**config.mk**
```make
export PLATFORM = sky130hd
export DESIGN_NAME = weather_reading_qualifier_core
export DESIGN_NICKNAME = d
export VERILOG_FILES = /design/src/hw/rtl/wrq_pkg.sv /design/src/hw/rtl/weather_reading_qualifier_core.sv /design/src/hw/rtl/wrq_sample.sv /design/src/hw/rtl/wrq_trend.sv /design/src/hw/rtl/wrq_advice.sv
export SDC_FILE = /design/constraint.sdc
export NUM_CORES = 1
export LEC_CHECK = 0
export BUFFER_PORTS_ARGS = -buffer_cell sky130_fd_sc_hd__buf_2
export CAP_MARGIN = 20
export CORE_MARGIN = 4
export CORE_UTILIZATION = 45
export CTS_CLUSTER_SIZE = 14
export DETAILED_ROUTE_END_ITERATION = 8
export MAX_ROUTING_LAYER = met4
export SKIP_LAST_GASP = 1
export SLEW_MARGIN = 0
export SYNTH_ARGS = -nofsm -noshare
export SYNTH_HDL_FRONTEND = slang
export SYNTH_SLANG_ARGS = --single-unit
export TNS_END_PERCENT = 10
```
**constraint.sdc**
```tcl
create_clock -name clock -period 18.96 [get_ports clock]
set_clock_uncertainty 0.2 [all_clocks]
set_input_delay 4.74 -clock clock [delete_from_list [all_inputs] [get_ports clock]]
set_output_delay 4.74 -clock clock [all_outputs]
set_load 0.01 [all_outputs]
```
**src/hw/rtl/wrq_pkg.sv**
```systemverilog
`default_nettype none
package wrq_pkg;

   localparam int HISTORY_DEPTH = 5;

   // physical valid ranges, bounds inclusive
   localparam logic signed [11:0] TEMP_LO  = -12'sd400;
   localparam logic signed [11:0] TEMP_HI  = 12'sd850;
   localparam logic signed [11:0] HUMID_LO = 12'sd0;
   localparam logic signed [11:0] HUMID_HI = 12'sd1000;
   localparam logic [13:0] PRESS_LO = 14'd3000;
   localparam logic [13:0] PRESS_HI = 14'd11000;
   localparam logic signed [12:0] UV_LO = 13'sd0;
   localparam logic signed [12:0] UV_HI = 13'sd2000;
   localparam logic [20:0] LIGHT_HI = 21'd1000000;

   localparam logic signed [10:0] MUGGY_TEMP  = 11'sd250;
   localparam logic [9:0]         MUGGY_HUMID = 10'd500;

   // last good sample after reset
   localparam logic signed [10:0] GOOD_TEMP_RST  = 11'sd200;
   localparam logic [9:0]         GOOD_HUMID_RST = 10'd500;
   localparam logic [13:0]        GOOD_PRESS_RST = 14'd10130;
   localparam logic [10:0]        GOOD_UV_RST    = 11'd0;
   localparam logic [19:0]        GOOD_LIGHT_RST = 20'd1000;

   // limit register resets
   localparam logic signed [10:0] FAST_FALL_RST = -11'sd20;
   localparam logic signed [10:0] SLOW_FALL_RST = -11'sd7;
   localparam logic [9:0]         SLOW_RISE_RST = 10'd7;
   localparam logic [10:0]        UV_DANGER_RST = 11'd800;
   localparam logic [10:0]        UV_STRONG_RST = 11'd600;
   localparam logic signed [10:0] HOT_RST       = 11'sd270;
   localparam logic signed [10:0] COLD_RST      = 11'sd150;
   localparam logic [19:0]        DARK_RST      = 20'd20;

   localparam int CSR_INDEX_W = 3;
   localparam int CSR_DATA_W  = 20;

   typedef enum logic [CSR_INDEX_W-1:0] {
      CSR_FAST_FALL = 3'd0,
      CSR_SLOW_FALL = 3'd1,
      CSR_SLOW_RISE = 3'd2,
      CSR_UV_DANGER = 3'd3,
      CSR_UV_STRONG = 3'd4,
      CSR_HOT       = 3'd5,
      CSR_COLD      = 3'd6,
      CSR_DARK      = 3'd7
   } csr_index_type;

   typedef enum logic [3:0] {
      ADV_RAIN        = 4'd0,
      ADV_SHOWERS     = 4'd1,
      ADV_UV_DANGER   = 4'd2,
      ADV_UV_STRONG   = 4'd3,
      ADV_HOT_HUMID   = 4'd4,
      ADV_HOT         = 4'd5,
      ADV_COLD        = 4'd6,
      ADV_DARK        = 4'd7,
      ADV_CLEARING    = 4'd8,
      ADV_COMFORTABLE = 4'd9
   } advice_type;

   typedef enum logic [2:0] {
      ICON_DROPLET   = 3'd0,
      ICON_CLEAR_SKY = 3'd1,
      ICON_OVERCAST  = 3'd2,
      ICON_LAMP      = 3'd3,
      ICON_SNOW      = 3'd4
   } icon_type;

   typedef enum logic [1:0] {
      TONE_BAD  = 2'd0,
      TONE_WARN = 2'd1,
      TONE_COLD = 2'd2,
      TONE_GOOD = 2'd3
   } tone_type;

   typedef struct packed {
      logic signed [11:0] temp;
      logic signed [11:0] humid;
      logic [13:0]        press;
      logic signed [12:0] uv;
      logic [20:0]        light;
      logic [4:0]         fail_mask;
   } raw_type;

   typedef struct packed {
      logic signed [10:0] temp;
      logic [9:0]         humid;
      logic [13:0]        press;
      logic [10:0]        uv;
      logic [19:0]        light;
   } sample_type;

   typedef struct packed {
      logic signed [10:0] fast_fall;
      logic signed [10:0] slow_fall;
      logic [9:0]         slow_rise;
      logic [10:0]        uv_danger;
      logic [10:0]        uv_strong;
      logic signed [10:0] hot;
      logic signed [10:0] cold;
      logic [19:0]        dark;
   } limits_type;

   typedef struct packed {
      advice_type advice;
      icon_type   icon;
      tone_type   tone;
   } verdict_type;

endpackage
`default_nettype wire

```
**src/hw/rtl/weather_reading_qualifier_core.sv**
```systemverilog
`default_nettype none
// channel    ports          fields (lowest bit first)
// request    req_t*         tdata: temp_in, humid_in, press_in, uv_in, light_in
//                           tuser: fail_mask
// response   rsp_t*         tdata: temp_out, humid_out, press_out, uv_out, light_out,
//                                  trend, advice, icon, tone; tuser: stale
// csr        csr_*          write only, index = limit register number
//
// one request per cycle sustained while the response is not stalled; an accepted request
// is held in the input register until the response register can take it
// input register, then qualify / ring / advice logic into the response register
// reset is synchronous, loads the default sample and limits and empties the ring
// a stalled response holds; the input register still takes a request when the
// response register drains in the same cycle
module weather_reading_qualifier_core #(
   parameter int HISTORY_DEPTH = wrq_pkg::HISTORY_DEPTH
) (
   input  wire         clock,
   input  wire         reset,
   input  wire         req_tvalid,
   output logic        req_tready,
   input  wire  [71:0] req_tdata,   // temp_in, humid_in, press_in, uv_in, light_in
   input  wire  [4:0]  req_tuser,   // fail_mask
   output logic        rsp_tvalid,
   input  wire         rsp_tready,
   output logic [95:0] rsp_tdata,   // temp_out, humid_out, press_out, uv_out, light_out,
                                    // trend, advice, icon, tone
   output logic        rsp_tuser,   // stale
   input  wire         csr_we,
   input  wire  [wrq_pkg::CSR_INDEX_W-1:0] csr_index,
   input  wire  [wrq_pkg::CSR_DATA_W-1:0]  csr_wdata
);

   wrq_pkg::raw_type     in_ff;
   logic                 in_valid_ff;
   logic                 advance;

   wrq_pkg::limits_type  lim_ff;

   wrq_pkg::sample_type  chosen;
   logic                 stale;
   logic signed [14:0]   trend;
   wrq_pkg::verdict_type verdict;

   wrq_pkg::sample_type  out_smp_ff;
   logic                 out_stale_ff;
   logic [13:0]          out_trend_ff;
   wrq_pkg::verdict_type out_verdict_ff;
   logic                 out_valid_ff;

   assign advance    = in_valid_ff && (!out_valid_ff || rsp_tready);
   assign req_tready = !in_valid_ff || advance;

   always_ff @(posedge clock) begin
      if (reset) begin
         in_valid_ff <= 1'b0;
      end else if (req_tready) begin
         in_valid_ff <= req_tvalid;
      end
   end

   always_ff @(posedge clock) begin
      if (req_tvalid && req_tready) begin
         in_ff.temp      <= req_tdata[11:0];
         in_ff.humid     <= req_tdata[23:12];
         in_ff.press     <= req_tdata[37:24];
         in_ff.uv        <= req_tdata[50:38];
         in_ff.light     <= req_tdata[71:51];
         in_ff.fail_mask <= req_tuser;
      end
   end

   always_ff @(posedge clock) begin
      if (reset) begin
         lim_ff.fast_fall <= wrq_pkg::FAST_FALL_RST;
         lim_ff.slow_fall <= wrq_pkg::SLOW_FALL_RST;
         lim_ff.slow_rise <= wrq_pkg::SLOW_RISE_RST;
         lim_ff.uv_danger <= wrq_pkg::UV_DANGER_RST;
         lim_ff.uv_strong <= wrq_pkg::UV_STRONG_RST;
         lim_ff.hot       <= wrq_pkg::HOT_RST;
         lim_ff.cold      <= wrq_pkg::COLD_RST;
         lim_ff.dark      <= wrq_pkg::DARK_RST;
      end else if (csr_we) begin
         unique case (wrq_pkg::csr_index_type'(csr_index))
            wrq_pkg::CSR_FAST_FALL: lim_ff.fast_fall <= csr_wdata[10:0];
            wrq_pkg::CSR_SLOW_FALL: lim_ff.slow_fall <= csr_wdata[10:0];
            wrq_pkg::CSR_SLOW_RISE: lim_ff.slow_rise <= csr_wdata[9:0];
            wrq_pkg::CSR_UV_DANGER: lim_ff.uv_danger <= csr_wdata[10:0];
            wrq_pkg::CSR_UV_STRONG: lim_ff.uv_strong <= csr_wdata[10:0];
            wrq_pkg::CSR_HOT:       lim_ff.hot       <= csr_wdata[10:0];
            wrq_pkg::CSR_COLD:      lim_ff.cold      <= csr_wdata[10:0];
            wrq_pkg::CSR_DARK:      lim_ff.dark      <= csr_wdata[19:0];
            default:                lim_ff           <= lim_ff;
         endcase
      end
   end

   wrq_sample u_sample (
      .clock  (clock),
      .reset  (reset),
      .load   (advance),
      .raw    (in_ff),
      .chosen (chosen),
      .stale  (stale)
   );

   wrq_trend #(
      .HISTORY_DEPTH (HISTORY_DEPTH)
   ) u_trend (
      .clock (clock),
      .reset (reset),
      .load  (advance),
      .press (chosen.press),
      .trend (trend)
   );

   wrq_advice u_advice (
      .smp     (chosen),
      .trend   (trend),
      .lim     (lim_ff),
      .verdict (verdict)
   );

   always_ff @(posedge clock) begin
      if (reset) begin
         out_valid_ff <= 1'b0;
      end else if (advance) begin
         out_valid_ff <= 1'b1;
      end else if (rsp_tready) begin
         out_valid_ff <= 1'b0;
      end
   end

   always_ff @(posedge clock) begin
      if (advance) begin
         out_smp_ff     <= chosen;
         out_stale_ff   <= stale;
         out_trend_ff   <= trend[13:0];
         out_verdict_ff <= verdict;
      end
   end

   assign rsp_tvalid = out_valid_ff;
   assign rsp_tuser  = out_stale_ff;
   assign rsp_tdata  = {7'd0,
                        out_verdict_ff.tone,
                        out_verdict_ff.icon,
                        out_verdict_ff.advice,
                        out_trend_ff,
                        out_smp_ff.light,
                        out_smp_ff.uv,
                        out_smp_ff.press,
                        out_smp_ff.humid,
                        out_smp_ff.temp};

endmodule
`default_nettype wire

```
**src/hw/rtl/wrq_sample.sv**
```systemverilog
`default_nettype none
module wrq_sample (
   input  wire                  clock,
   input  wire                  reset,
   input  wire                  load,
   input  wrq_pkg::raw_type     raw,
   output wrq_pkg::sample_type  chosen,
   output logic                 stale
);

   wrq_pkg::sample_type good_ff;
   wrq_pkg::sample_type good_in;
   logic                ok;

   always_comb begin
      ok = (raw.fail_mask == 5'd0)
         && ($signed(raw.temp) >= wrq_pkg::TEMP_LO) && ($signed(raw.temp) <= wrq_pkg::TEMP_HI)
         && ($signed(raw.humid) >= wrq_pkg::HUMID_LO)
         && ($signed(raw.humid) <= wrq_pkg::HUMID_HI)
         && (raw.press >= wrq_pkg::PRESS_LO) && (raw.press <= wrq_pkg::PRESS_HI)
         && ($signed(raw.uv) >= wrq_pkg::UV_LO) && ($signed(raw.uv) <= wrq_pkg::UV_HI)
         && (raw.light <= wrq_pkg::LIGHT_HI);
      good_in.temp  = raw.temp[10:0];
      good_in.humid = raw.humid[9:0];
      good_in.press = raw.press;
      good_in.uv    = raw.uv[10:0];
      good_in.light = raw.light[19:0];
      chosen        = ok ? good_in : good_ff;
      stale         = !ok;
   end

   always_ff @(posedge clock) begin
      if (reset) begin
         good_ff.temp  <= wrq_pkg::GOOD_TEMP_RST;
         good_ff.humid <= wrq_pkg::GOOD_HUMID_RST;
         good_ff.press <= wrq_pkg::GOOD_PRESS_RST;
         good_ff.uv    <= wrq_pkg::GOOD_UV_RST;
         good_ff.light <= wrq_pkg::GOOD_LIGHT_RST;
      end else if (load && ok) begin
         good_ff <= good_in;
      end
   end

endmodule
`default_nettype wire

```
**src/hw/rtl/wrq_trend.sv**
```systemverilog
`default_nettype none
module wrq_trend #(
   parameter int HISTORY_DEPTH = wrq_pkg::HISTORY_DEPTH
) (
   input  wire                clock,
   input  wire                reset,
   input  wire                load,
   input  wire [13:0]         press,
   output logic signed [14:0] trend
);

   localparam int PTR_W = (HISTORY_DEPTH > 1) ? $clog2(HISTORY_DEPTH) : 1;
   localparam logic [PTR_W-1:0] PTR_LAST = PTR_W'(HISTORY_DEPTH - 1);

   logic [13:0]      ring_ff [HISTORY_DEPTH];
   logic [PTR_W-1:0] ptr_ff;
   logic [PTR_W-1:0] ptr_in;
   logic             full_ff;
   logic             full_in;
   logic             wrap;

   always_comb begin
      wrap    = (ptr_ff == PTR_LAST);
      ptr_in  = wrap ? '0 : ptr_ff + 1'b1;
      full_in = full_ff || wrap;
      // oldest entry sits at the next write slot
      if (full_in) begin
         trend = $signed({1'b0, press}) - $signed({1'b0, ring_ff[ptr_in]});
      end else begin
         trend = '0;
      end
   end

   always_ff @(posedge clock) begin
      if (reset) begin
         ptr_ff  <= '0;
         full_ff <= 1'b0;
      end else if (load) begin
         ptr_ff  <= ptr_in;
         full_ff <= full_in;
      end
   end

   always_ff @(posedge clock) begin
      if (load) begin
         ring_ff[ptr_ff] <= press;
      end
   end

endmodule
`default_nettype wire

```
**src/hw/rtl/wrq_advice.sv**
```systemverilog
`default_nettype none
module wrq_advice (
   input  wrq_pkg::sample_type   smp,
   input  wire signed [14:0]     trend,
   input  wrq_pkg::limits_type   lim,
   output wrq_pkg::verdict_type  verdict
);

   logic signed [14:0] fast_fall_x;
   logic signed [14:0] slow_fall_x;
   logic signed [14:0] slow_rise_x;

   always_comb begin
      fast_fall_x = 15'($signed(lim.fast_fall));
      slow_fall_x = 15'($signed(lim.slow_fall));
      slow_rise_x = $signed({5'd0, lim.slow_rise});
      priority if (trend <= fast_fall_x) begin
         verdict = '{wrq_pkg::ADV_RAIN, wrq_pkg::ICON_DROPLET, wrq_pkg::TONE_BAD};
      end else if (trend <= slow_fall_x) begin
         verdict = '{wrq_pkg::ADV_SHOWERS, wrq_pkg::ICON_DROPLET, wrq_pkg::TONE_WARN};
      end else if (smp.uv >= lim.uv_danger) begin
         verdict = '{wrq_pkg::ADV_UV_DANGER, wrq_pkg::ICON_CLEAR_SKY, wrq_pkg::TONE_BAD};
      end else if (smp.uv >= lim.uv_strong) begin
         verdict = '{wrq_pkg::ADV_UV_STRONG, wrq_pkg::ICON_CLEAR_SKY, wrq_pkg::TONE_WARN};
      end else if (($signed(smp.temp) > wrq_pkg::MUGGY_TEMP)
                   && (smp.humid > wrq_pkg::MUGGY_HUMID)) begin
         verdict = '{wrq_pkg::ADV_HOT_HUMID, wrq_pkg::ICON_CLEAR_SKY, wrq_pkg::TONE_WARN};
      end else if ($signed(smp.temp) > $signed(lim.hot)) begin
         verdict = '{wrq_pkg::ADV_HOT, wrq_pkg::ICON_CLEAR_SKY, wrq_pkg::TONE_WARN};
      end else if ($signed(smp.temp) < $signed(lim.cold)) begin
         verdict = '{wrq_pkg::ADV_COLD, wrq_pkg::ICON_SNOW, wrq_pkg::TONE_COLD};
      end else if (smp.light < lim.dark) begin
         verdict = '{wrq_pkg::ADV_DARK, wrq_pkg::ICON_LAMP, wrq_pkg::TONE_WARN};
      end else if (trend >= slow_rise_x) begin
         verdict = '{wrq_pkg::ADV_CLEARING, wrq_pkg::ICON_CLEAR_SKY, wrq_pkg::TONE_GOOD};
      end else begin
         verdict = '{wrq_pkg::ADV_COMFORTABLE, wrq_pkg::ICON_OVERCAST, wrq_pkg::TONE_GOOD};
      end
   end

endmodule
`default_nettype wire

```
== After elaboration in Yosys (flattened, before gate mapping) ==
Memory sizes are Yosys's and may differ from the RTL's.
Cells that the tools add are included.
Operators by class
  $add $sub $neg: 2
  order comparisons: 19
  eq/ne operators: 8
  mux-type cells: 15
  reduce and logical (&&, ||, !) cells: 35
Operator list (count)
  2-to-1 mux 66 bit: 1
  2-to-1 mux 8 bit: 4
  less-or-equal comparator 15 x 11 -> 1 bit: 2
  less-or-equal comparator 12 x 11 -> 1 bit (second input constant): 2
  >= comparator 11 bit: 2
  less-or-equal comparator 21 x 20 -> 1 bit (second input constant): 1
  < comparator 20 bit: 1
  AND reduction 2 bit: 8
  == test 3 bit (second input constant): 5
  >= comparator 15 x 11 -> 1 bit: 1
  2-to-1 mux 15 bit: 1
  subtractor 14 x 14 -> 15 bit: 1
  >= comparator 14 x 12 -> 1 bit (second input constant): 1
  less-or-equal comparator 14 bit (second input constant): 1
  2-to-1 mux 7 bit: 2
  >= comparator 13 x 1 -> 1 bit (second input constant): 1
  less-or-equal comparator 13 x 12 -> 1 bit (second input constant): 1
  logical AND 1 bit: 13
  >= comparator 12 x 1 -> 1 bit (second input constant): 1
  >= comparator 12 x 10 -> 1 bit (second input constant): 1
  2-to-1 mux 6 bit: 2
  > comparator 11 bit: 1
  > comparator 11 x 9 -> 1 bit (second input constant): 1
  < comparator 11 bit: 1
  16 further kinds: 24
Storage, ports and cells
  register bits after elaboration: 335
  memory bits (writable): 70
  input port bits: 105
  output and inout port bits: 99
  word-level logic and storage cells: 119
  memories: 1
Memories
  u_trend.ring_ff: depth 5, bits a word 14, rd ports 1, clocked after memory_dff 0, wr ports 1, line wrq_trend.sv:15  | logic [13:0] ring_ff [HISTORY_DEPTH];

== Depth between registers and ports, before layout ==
Gate-level depths: netlist of the first run.
  depth after elaboration: 22
  gate-level depth with buffers: 33
  depth with buffers taken out: 30

== Modules after synthesis ==
A second synthesis of the first run with hierarchy kept.
Unflattened totals
  cells, all modules: 1702
  area, all modules: 19103.3 um^2
Modules (own cells, without submodules)
  weather_reading_qualifier_core: times used 1, cells each 543, area an instance 9043.7 um^2, sequential area each 6976.7 um^2
  wrq_sample: times used 1, cells each 538, area an instance 3657.3 um^2, sequential area each 1321.3 um^2
  wrq_trend: times used 1, cells each 244, area an instance 3624.7 um^2, sequential area each 2182.1 um^2
  wrq_advice: times used 1, cells each 377, area an instance 2777.7 um^2, sequential area each 0.0 um^2

== Worst setup path before layout of the first run ==
No wires, ideal clock.
  path type: in2out
  start point: input rsp_tready
  end point: output req_tready
  arrival time: 5037 ps
  required time: 14020 ps
  path slack: 8983 ps
  stages on the path: 2
  path buffers: 0
  cells stage by stage: nor2b_1 > nand2_1
Between the ends
  cells in the longest elaborated chain, start to end: 3
RTL lines
  start: declaration: line weather_reading_qualifier_core.sv:25  | input wire rsp_tready,
  logical OR 1 bit: line weather_reading_qualifier_core.sv:51  | assign advance = in_valid_ff && (!out_valid_ff || rsp_tready);
  logical AND 1 bit: line weather_reading_qualifier_core.sv:51
  logical OR 1 bit: line weather_reading_qualifier_core.sv:52  | assign req_tready = !in_valid_ff || advance;
  end: declaration: line weather_reading_qualifier_core.sv:21  | output logic req_tready,
Every way passes these cells.

== Worst setup path in the final report of the first run ==
Same ends and word-level chain as after synthesis.

==> results of run 1 <==
## cells in the mapped netlist, types with 23 or more instances
master    instances  area, um2
a21o_1           32        240
inv_1           110        413
nand2b_1         25        156
nand3_1          23        115
clkbuf_1         68        255
nand3b_1         29        218
a211o_1          35        307
ha_1            117       1460
o21ai_0          27        135
edfxtp_1        237       7120
dfxtp_1         168       3360
a21oi_1         150        751
nand4_1          28        175
nand2_1         465       1750
o21a_1           23        173
nor2_1           81        304
## power by group
part | leakage (uW) | internal, uW | switching (uW)
Sequential | 0.00342 | 958 | 16.7
Clock | 0.000700 | 502 | 351
Combinational | 0.00451 | 60.3 | 101
## worst max-delay path, delay by kind of cell
kind | cells | cell delay [ns]
simple gates | 2 | 0.30
buf+inv | 2 | 0.23
## flip-flops by register name, summed over array words and instances (netlist names)
signal            count
out_trend_ff         14
u_sample.good_ff     66
in_valid_ff           1
rsp_tuser             1
u_trend.full_ff       1
in_ff                77
u_trend.ring_ff      70
lim_ff               96
rsp_tvalid            1
rsp_tdata            75
u_trend.ptr_ff        3
## cells by family after synthesis
kind of cell	count (synthesis)
AOI/OAI and AO/OA	353
adders and majority gates	118
xor gates and xnor gates	12
muxes	21
buffers and inverters	199
other	1
DFF	405
and+or+nand+nor	742
## routing by layer
layer	global-route usage, %	routed length, um	vias to the layer above
met5	-	0	-
met4	5.91	1060	0
met3	3.11	2900	68
met2	35.5	23500	433
met1	30.6	22500	6607
li1	-	-	6847
## layout make-up
| class | instances | area, um2 |
|---|---|---|
| Fill cell | 3702 | 19300 |
| Inverter | 110 | 415 |
| Multi-Input combinational cell | 1253 | 7500 |
| Tap cell | 532 | 666 |
| Timing Repair Buffer | 214 | 1140 |
| Antenna cell | 2 | 5.00 |
| Clock inverter | 21 | 194 |
| Sequential cell | 405 | 10500 |
| Clock buffer | 61 | 1250 |
## through the flow
stage                     cell area [um2]  util, %
after floorplan                     18700        -
after global placement              20200     49.2
after detailed placement            20200     49.3
after CTS                           21600     52.8
after global routing                21600     52.9
final                               21600     52.9
## final timing paths
check | end | cells after the start
worst min-delay path | lim_ff[71]$_SDFFE_PP0P_ | 2
worst max-delay path | req_tready | 4
worst max register to register | rsp_tdata[80]$_SDFFCE_PP0P_ | 26
worst min register to register | lim_ff[71]$_SDFFE_PP0P_ | 2
==> impl_metrics.json, run 1 <==
{
  "nets": 2250,
  "viasPerCell": 5.37,
  "crit_path_end_kind": "output pin",
  "synth-main-ff-cell": "edfxtp_1",
  "max_stage_delay_ns": 0.20,
  "final_common_cell": "nand2_1",
  "wire_per_inst_um": 19.2,
  "setup_viol_count_final": 0,
  "syn_area_per_cell_um2": 10.1,
  "layout_common_cells": "464 x nand2_1, 237 x edfxtp_1, 195 x buf_2, 168 x dfxtp_1, 150 x a21oi_1",
  "min_period_ns": 10.21,
  "die_w_um": 212,
  "p_total_uw": 1990,
  "fin_ws_ns": 8.75,
  "tns_ns": 0,
  "die_h_um": 212,
  "cpMaxStageDelayCell": "nor2b_1",
  "leakagePower_uw": 0.00864,
  "finalWirelength_mm": 50.0,
  "relSlewSlack_pct": 31.8,
  "ant_nets": 0,
  "clock-root-buffer": "clkbuf_16",
  "synth-compound-area-share_pct": 12.3,
  "period_share_pct": 53.9,
  "synthMuxAreaShare_pct": 1.20,
  "grt_usage_pct": 22.4,
  "cts_sinks": 405,
  "clk_pin_slew_worst_paths_ns": 0.06,
  "holdWs_ns": 0.253,
  "critPathKind": "in2out",
  "outcome": "finished clean",
  "pre_cts_ws_ns": 8.74,
  "holdBufCountCts": 0,
  "cts_tree": "yes",
  "yosysWarnings": 0,
  "grt_pass1_vias": 13200,
  "dieArea_um2": 44900,
  "post_cts_buffers": 0,
  "clkLatencyLatePin_ns": 0.57,
  "synthArstFlopShare_pct": 0,
  "synth_area_um2": 18700,
  "io_buffer_count": 196,
  "vdd_drop_max_v": 0.0000725,
  "drc": 0,
  "path_common_cell": "buf_2",
  "crit_path_start_kind": "input pin",
  "arrival_ns": 5.27,
  "drive_above_1_share_pct": 14.9,
  "ys_ff_latch": 405,
  "crit_start": "rsp_tready",
  "path_cells": "buf_2 > nor2b_1 > nand2_1 > buf_2",
  "gp_routability_congestion": 0.898,
  "grt.overflow.total": 0,
  "cts_made_buffers": 44,
  "netlist_instances": 1851,
  "cts_resized": 0,
  "synth_cell_type_count": 69,
  "cp.required_ns": 14.02,
  "drt_pass1_iterations": 5,
  "start_util_pct": 45.7,
  "h-tree-depth": 2,
  "clock_path_buffers": 3,
  "grt_pass1_wl_mm": 76.2,
  "synthXorXnorAreaFrac_pct": 0.562,
  "drt_iter0_drc": 994,
  "slew_viol_final": 0,
  "synth_simple_gate_area_share_pct": 17.8,
  "dp_cells": 2512,
  "synth_top_family_by_area": "simple AND/OR/NAND/NOR gates",
  "ys_seq_area_share_pct": 56.0,
  "reg2reg_from": "in_ff[15]$_DFFE_PP_",
  "crit_fanout": 4,
  "min_path_type": "reg2reg",
  "io_pins": 204,
  "stdcell_count": 2598,
  "vias": 14000,
  "place_hpwl_mm": 35.3,
  "maxCapViolCount": 0,
  "rsz0062_at_grt": "false",
  "synth_edf_count": 237,
  "fmax_ghz": 0.0979,
  "finalHoldViolCount": 0,
  "antenna_found_initial": 2,
  "power.density_nw_per_um2": 91.9,
  "layout-area-overhead-vs-synth_pct": 15.7,
  "grt_max_degree": 94,
  "tightest_slew_ns": 1.02,
  "worstHoldStart": "lim_ff[71]$_SDFFE_PP0P_",
  "synthAdderAreaFrac_pct": 7.88,
  "reg2reg_slack_ns": 10.88,
  "core_um2": 40900,
  "rows": 74
}
No activity file was read; power rests on OpenSTA's default activity.
==> run 2: changes to the inputs <==
--- a/config.mk
+++ b/config.mk
@@ -5,6 +5,7 @@
 export SDC_FILE = /design/constraint.sdc
 export NUM_CORES = 1
 export LEC_CHECK = 0
+export ABC_AREA = 1
 export BUFFER_PORTS_ARGS = -buffer_cell sky130_fd_sc_hd__buf_2
 export CAP_MARGIN = 20
 export CORE_MARGIN = 4
==> constraint.sdc (replaced) <==
create_clock -name clock -period 9.8 [get_ports clock]
set_clock_uncertainty 0.2 [all_clocks]
set_input_delay 2.45 -clock clock [delete_from_list [all_inputs] [get_ports clock]]
set_output_delay 2.45 -clock clock [all_outputs]
set_load 0.01 [all_outputs]
==> run 2 against run 1 <==
- total power is 100% higher
- combinational power rose to 2.6 times the previous value
- hold slack got worse by 0.0067 ns
- synthesized cell count up 3.6%
- flip-flop and latch count did not move
- area after synthesis down 0.82%
- critical path depth rose by 24
- worst setup slack worse by 5.6 ns
- cell count rose by 3.3%
- critical path type is now reg2reg
- critical endpoint is now rsp_tdata[88]$_SDFFCE_PP0P_
- largest cell class unchanged
==> impl_metrics.json, run 2 <==
{
  "synthArstFlopShare_pct": 0,
  "drive_above_1_share_pct": 15.6,
  "grt_pass1_wl_mm": 73.6,
  "pwr-share-clk_pct": 42.3,
  "cp_top_family": "compound AO/OA/AOI/OAI gates",
  "min_period_ns": 6.70,
  "drc": 0,
  "io_buffer_count": 196,
  "cts_sinks": 405,
  "io_pins": 204,
  "regArea_um2": 10500,
  "path_depth": 28,
  "largest_reg_flops": 96,
  "finalHoldViolCount": 0,
  "crit_start": "in_ff[28]$_DFFE_PP_",
  "syn_area_per_cell_um2": 9.68,
  "ys_ff_latch": 405,
  "netlist_instances": 1917,
  "rr_endpoint": "rsp_tdata[88]$_SDFFCE_PP0P_",
  "synth_top_area_share_pct": 38.4,
  "setup_viol_count_final": 0,
  "final_common_cell": "nand2_1",
  "slew_viol_final": 0,
  "cpMaxStageDelayCell": "o21ai_0",
  "largest_register": "lim_ff",
  "place_hpwl_mm": 33.3,
  "reg2reg_slack_ns": 3.10,
  "grt_max_degree": 103,
  "layout-area-overhead-vs-synth_pct": 16.1,
  "critPathBufInv": 2,
  "multi_input_area_um2": 6780,
  "cts_tree": "yes",
  "p_seq_share_pct": 47.3,
  "wire_per_inst_um": 17.6,
  "reg2reg_from": "in_ff[28]$_DFFE_PP_",
  "synth_cell_type_count": 61,
  "die_h_um": 211,
  "finalWirelength_mm": 47.2,
  "switchingPower_uw": 979,
  "path_common_cell": "nand2_1",
  "stdcell_count": 2684,
  "yosysWarnings": 0,
  "yosys.area.top_type": "edfxtp_1",
  "critPathKind": "reg2reg",
  "dp_cells": 2601,
  "clock-root-buffer": "clkbuf_16",
  "relSlewSlack_pct": 26.9,
  "p_sw_share_pct": 24.6,
  "dieArea_um2": 44500,
  "crit_fanout": 45,
  "vdd_drop_max_v": 0.000121,
  "grt_pass1_vias": 13300,
  "pwr-share-comb_pct": 10.4,
  "grt_usage_pct": 21.5,
  "grt.overflow.total": 0,
  "clkLatencyLatePin_ns": 0.57,
  "cts_made_buffers": 44,
  "synthTopCellsByArea": "edfxtp_1 38%, dfxtp_1 18%, ha_1 7.9%",
  "synth_common_cells": "294 x nand2_1, 255 x inv_1, 237 x edfxtp_1",
  "h-tree-depth": 2,
  "ant_nets": 0,
  "yosysMostFrequentCell": "nand2_1",
  "nets": 2337,
  "power.density_nw_per_um2": 185,
  "synth_area_um2": 18600,
  "cts_resized": 0,
  "post_cts_buffers": 0,
  "layout_common_cells": "293 x nand2_1, 252 x inv_1, 237 x edfxtp_1, 210 x o21ai_0, 196 x buf_2",
  "drt_iter0_drc": 722,
  "drt_pass1_iterations": 5,
  "start_util_pct": 45.4,
  "min_path_type": "reg2reg",
  "cp.required_ns": 10.03,
  "arrival_ns": 6.92,
  "antenna_found_initial": 1,
  "tightest_slew_ns": 1.09,
  "clk_pin_slew_worst_paths_ns": 0.06,
  "crit_end": "rsp_tdata[88]$_SDFFCE_PP0P_",
  "internal-power_uw": 3000,
  "rsz0062_at_grt": "false",
  "fmax_ghz": 0.149,
  "period_share_pct": 68.3,
  "maxCapViolCount": 0,
  "crit_path_end_kind": "register",
  "final_core_util_pct": 52.8,
  "core_um2": 40800,
  "synth-main-ff-cell": "edfxtp_1",
  "tns_ns": 0,
  "die_w_um": 211,
  "leakagePower_uw": 0.00923,
  "fillers": 3692,
  "holdBufCountCts": 0,
  "rows": 74,
  "crit_path_start_kind": "register",
  "vias": 13900,
  "ys_seq_area_share_pct": 56.5,
  "rr_worst_depth": 28,
  "outcome": "finished clean",
  "synth_edf_count": 237,
  "gp_routability_congestion": 0.886,
  "viasPerCell": 5.16,
  "max_stage_delay_ns": 0.93,
  "clock_path_buffers": 3
}
==> run 2: changes by cell type after synthesis, moves of 26 or more <==
| cell | before | now |
|---|---|---|
| o21ai_0 | 27 | 210 |
| nand2_1 | 465 | 294 |
| inv_1 | 110 | 255 |
| nor2_1 | 81 | 132 |
| o211ai_1 | 5 | 56 |
| a211o_1 | 35 | 0 |
| a21o_1 | 32 | 3 |
| nand3b_1 | 29 | 3 |
==> run 2: cells by family (layout without fill, tap and decap cells) <==
kind of cell	after synthesis	in the layout	share of synthesized area, %
multiplexers	8	8	0.432
XOR/XNOR	6	6	0.324
AND/OR/NAND/NOR	548	548	12.8
other	1	8	0.0202
flip-flops	405	405	56.5
AO/OA/AOI/OAI	494	494	14.9
adder cells (fa/ha/maj)	117	117	7.89
buffers and inverters	338	566	7.16
==> run 2: through the flow <==
step,power (uW),hold slack [ns],instance area [um2],setup WS [ns]
finish,3980,0.246,21500,3.10
global route,4160,0.266,21500,2.40
CTS,4020,0.248,21500,3.09
detailed placement,2330,0.239,20100,3.13
global placement,2320,0.234,20100,3.17
floorplan,2190,0.224,18600,4.17
==> run 2: cell type report <==
type | instances | area share [%]
sequential | 405 | 48.7
multi-input combinational | 1180 | 31.5
clock buffer | 56 | 5.47
timing repair buffer | 218 | 5.32
inverter | 266 | 4.65
tap | 532 | 3.09
clock inverter | 26 | 1.31
antenna | 1 | 0.0116
==> run 2: worst min-delay path by stage <==
stage,startpoint,endpoint,slack (ns),cells past startpoint
after floorplan,u_sample.good_ff[33]$_SDFFE_PP0P_,u_sample.good_ff[33]$_SDFFE_PP0P_,0.22,2
after global placement,u_sample.good_ff[26]$_SDFFE_PP0P_,u_sample.good_ff[26]$_SDFFE_PP0P_,0.23,2
after detailed placement,u_sample.good_ff[2]$_SDFFE_PP0P_,u_sample.good_ff[2]$_SDFFE_PP0P_,0.24,2
after CTS,u_sample.good_ff[30]$_SDFFE_PP0P_,u_sample.good_ff[30]$_SDFFE_PP0P_,0.25,2
after global routing,u_sample.good_ff[24]$_SDFFE_PP0P_,u_sample.good_ff[24]$_SDFFE_PP0P_,0.27,2
final,u_sample.good_ff[4]$_SDFFE_PP0P_,u_sample.good_ff[4]$_SDFFE_PP0P_,0.25,2
==> run 2: power by group through the flow <==
stage / clock network (uW) / registers, uW / logic, uW
after floorplan: 0 / 1920 / 272
after global placement: 0 / 1920 / 405
after detailed placement: 0 / 1920 / 412
after global routing: 1800 / 1890 / 467
final: 1690 / 1880 / 413
after CTS: 1730 / 1880 / 415
==> run 2: routing by layer <==
| layer | vias to the layer above | routed length, um | global-route usage, % |
|---|---|---|---|
| li1 | 6968 | - | - |
| met1 | 6515 | 22300 | 30.1 |
| met2 | 303 | 21900 | 33.3 |
| met3 | 69 | 1970 | 2.90 |
| met4 | 0 | 1040 | 5.77 |
| met5 | - | 0 | - |
==> run 2: worst reg2reg max path: cells and delay by family, from the launching register on <==
| kind | cells | cell delay [ns] |
|---|---|---|
| AO/OA/AOI/OAI | 6 | 2.36 |
| AND/OR/NAND/NOR | 17 | 2.19 |
| adder cells (fa/ha/maj) | 2 | 0.76 |
| buffers and inverters | 2 | 0.44 |
| flip-flops | 1 | 0.40 |
| XOR/XNOR | 1 | 0.18 |
==> run 3: changes to the inputs <==
--- a/config.mk
+++ b/config.mk
@@ -5,7 +5,7 @@
 export SDC_FILE = /design/constraint.sdc
 export NUM_CORES = 1
 export LEC_CHECK = 0
-export ABC_AREA = 1
+export ABC_AREA = 0
 export BUFFER_PORTS_ARGS = -buffer_cell sky130_fd_sc_hd__buf_2
 export CAP_MARGIN = 20
 export CORE_MARGIN = 4
@@ -13,6 +13,7 @@
 export CTS_CLUSTER_SIZE = 14
 export DETAILED_ROUTE_END_ITERATION = 8
 export MAX_ROUTING_LAYER = met4
+export PLACE_DENSITY = 0.66
 export SKIP_LAST_GASP = 1
 export SLEW_MARGIN = 0
 export SYNTH_ARGS = -nofsm -noshare
==> constraint.sdc (replaced) <==
create_clock -name clock -period 6 [get_ports clock]
set_clock_uncertainty 0.2 [all_clocks]
set_input_delay 1.5 -clock clock [delete_from_list [all_inputs] [get_ports clock]]
set_output_delay 1.5 -clock clock [all_outputs]
set_load 0.01 [all_outputs]
==> run 3 against run 2 <==
- non-clock buffer count grew 120
- design area is 6.4% higher
- critical path depth is 1 lower
- core utilization rose by 3.2 points
- hold slack better by 0.0049 ns
- cell count up 1.6%
- clock-buffer cell count is 4 higher
- worst setup slack got worse by 3.1 ns
- wire length grew 12%
- total power increased by 59%
- sequential share of layout area is 2.9 points lower
- highest routed layer unchanged
==> impl_metrics.json, run 3 (same netlist as run 1, synthesis figures left out) <==
{
  "layout-area-overhead-vs-synth_pct": 22.5,
  "internal-power_uw": 4800,
  "drc": 0,
  "setup_viol_count_final": 0,
  "drt_iter0_drc": 1016,
  "gp_routability_congestion": 0.912,
  "dieArea_um2": 44900,
  "largest_reg_flops": 96,
  "cp.required_ns": 6.10,
  "fin_ws_ns": 0.0490,
  "fin_area_um2": 22900,
  "place_hpwl_mm": 37.7,
  "grt_usage_pct": 23.7,
  "crit_path_end_kind": "register",
  "largest_register": "lim_ff",
  "arrival_ns": 6.05,
  "cts_tree": "yes",
  "rows": 74,
  "crit_fanout": 6,
  "finalHoldViolCount": 0,
  "vdd_drop_max_v": 0.000224,
  "cts_sinks": 405,
  "tightest_slew_ns": 1.02,
  "min_path_type": "reg2reg",
  "crit_path_start_kind": "register",
  "relSlewSlack_pct": 31.9,
  "io_pins": 204,
  "pwr-share-comb_pct": 10.0,
  "fillers": 3592,
  "layout_common_cells": "456 x nand2_1, 237 x edfxtp_1, 195 x buf_2, 168 x dfxtp_1, 142 x a21oi_1",
  "clock-root-buffer": "clkbuf_16",
  "clk_pin_slew_worst_paths_ns": 0.06,
  "leakagePower_uw": 0.00928,
  "regArea_um2": 10500,
  "drt_pass1_iterations": 5,
  "finalWirelength_mm": 52.7,
  "min_period_ns": 5.95,
  "clock_path_buffers": 3,
  "rsz0062_at_grt": "true",
  "pre_cts_ws_ns": -0.240,
  "maxCapViolCount": 0,
  "multi_input_area_um2": 7840,
  "grt.overflow.total": 0,
  "slew_viol_final": 0,
  "antenna_found_initial": 4,
  "core_um2": 40900,
  "clkLatencyLatePin_ns": 0.57,
  "grt_pass1_wl_mm": 80.1,
  "viasPerCell": 5.39,
  "dpl_cell_area_um2": 21000,
  "cts_made_buffers": 45,
  "nets": 2375,
  "ant_nets": 0,
  "fmax_ghz": 0.168,
  "power.density_nw_per_um2": 277,
  "p_seq_share_pct": 48.5,
  "wire_per_inst_um": 19.4,
  "outcome": "finished clean",
  "vias": 14700,
  "p_sw_share_pct": 24.3,
  "h-tree-depth": 2,
  "pwr-share-clk_pct": 41.5,
  "io_buffer_count": 196,
  "die_h_um": 212,
  "drive_above_1_share_pct": 22.4,
  "grt_max_degree": 86,
  "die_w_um": 212,
  "start_util_pct": 45.7,
  "critPathKind": "reg2reg",
  "final_common_cell": "nand2_1",
  "period_share_pct": 99.2,
  "holdBufCountCts": 0,
  "switchingPower_uw": 1540,
  "grt_pass1_vias": 14100
}
[run 3: cell type report]
class,count,share of cell area [%]
multi-input cells,1253,34.2
inverters,110,1.81
diodes,5,0.0546
flip-flops and latches,405,45.7
clock buffers,60,5.38
repair buffers,338,9.11
clock inverters,23,0.765
well taps,532,2.91
[run 3: what timing repair did]
item	4_1_cts	5_1_grt
gates cloned	0	0
setup buffers	8	11
setup endpoints to repair	9	9
pin swaps	20	43
gates resized for setup	21	45
[run 3: metal layers]
| layer | GRT usage [%] | wire length (um) | vias to the layer above |
|---|---|---|---|
| li1 | - | - | 7104 |
| met5 | - | 0 | - |
| met4 | 6.57 | 1430 | 0 |
| met1 | 32.2 | 23500 | 7027 |
| met2 | 36.8 | 24400 | 489 |
| met3 | 4.08 | 3440 | 78 |
[run 3: worst paths after layout]
kind,endpoint,from,cells after the start,slack (ns)
setup / recovery,rsp_tdata[80]$_SDFFCE_PP0P_,in_ff[76]$_DFFE_PP_,27,0.05
hold / removal,u_sample.good_ff[23]$_SDFFE_PP0P_,u_sample.good_ff[23]$_SDFFE_PP0P_,2,0.25
setup reg to reg,rsp_tdata[80]$_SDFFCE_PP0P_,in_ff[76]$_DFFE_PP_,27,0.05
hold reg to reg,u_sample.good_ff[23]$_SDFFE_PP0P_,u_sample.good_ff[23]$_SDFFE_PP0P_,2,0.25
[run 3: critical path, stage by stage, from the launching register on]
cell and delay [ns]:
edfxtp_1 0.37, or4_1 0.54, or3_1 0.38, a221o_1 0.34
and3_4 0.21, and3_4 0.18, buf_6 0.13, nand2_4 0.07
nand2_4 0.06, ha_4 0.24, a21o_1 0.15, a21o_1 0.16
a21o_1 0.20, a21oi_2 0.19, nor2b_1 0.06, a311oi_1 0.24
o21a_1 0.23, mux2i_4 0.34, buf_6 0.13, ha_1 0.22
nand4_1 0.16, nor3_2 0.06, buf_4 0.13, nand4_1 0.10
nand3_2 0.16, nand2b_4 0.19, o221ai_2 0.16, a21oi_1 0.06
[run 3: stage by stage]
step                total power [uW]  hold WS, ns  TNS (ns)  cells  utilization, %
floorplan                       3460        0.231  -0.00115   1857               -
global placement                3700        0.237    -0.508   2616            51.4
detailed placement              3710        0.245     -1.59   2616            51.4
CTS                             6360        0.252  -0.00202   2707            55.2
global route                    6590        0.275     -1.72   2725            56.0
finish                          6340        0.251         0   2726            56.0
[run 3: power groups by stage]
stage	clock network, uW	logic [uW]	registers, uW
floorplan	0	324	3140
global route	2820	695	3080
detailed placement	0	579	3130
finish	2630	637	3070
CTS	2690	599	3070
global placement	0	571	3130
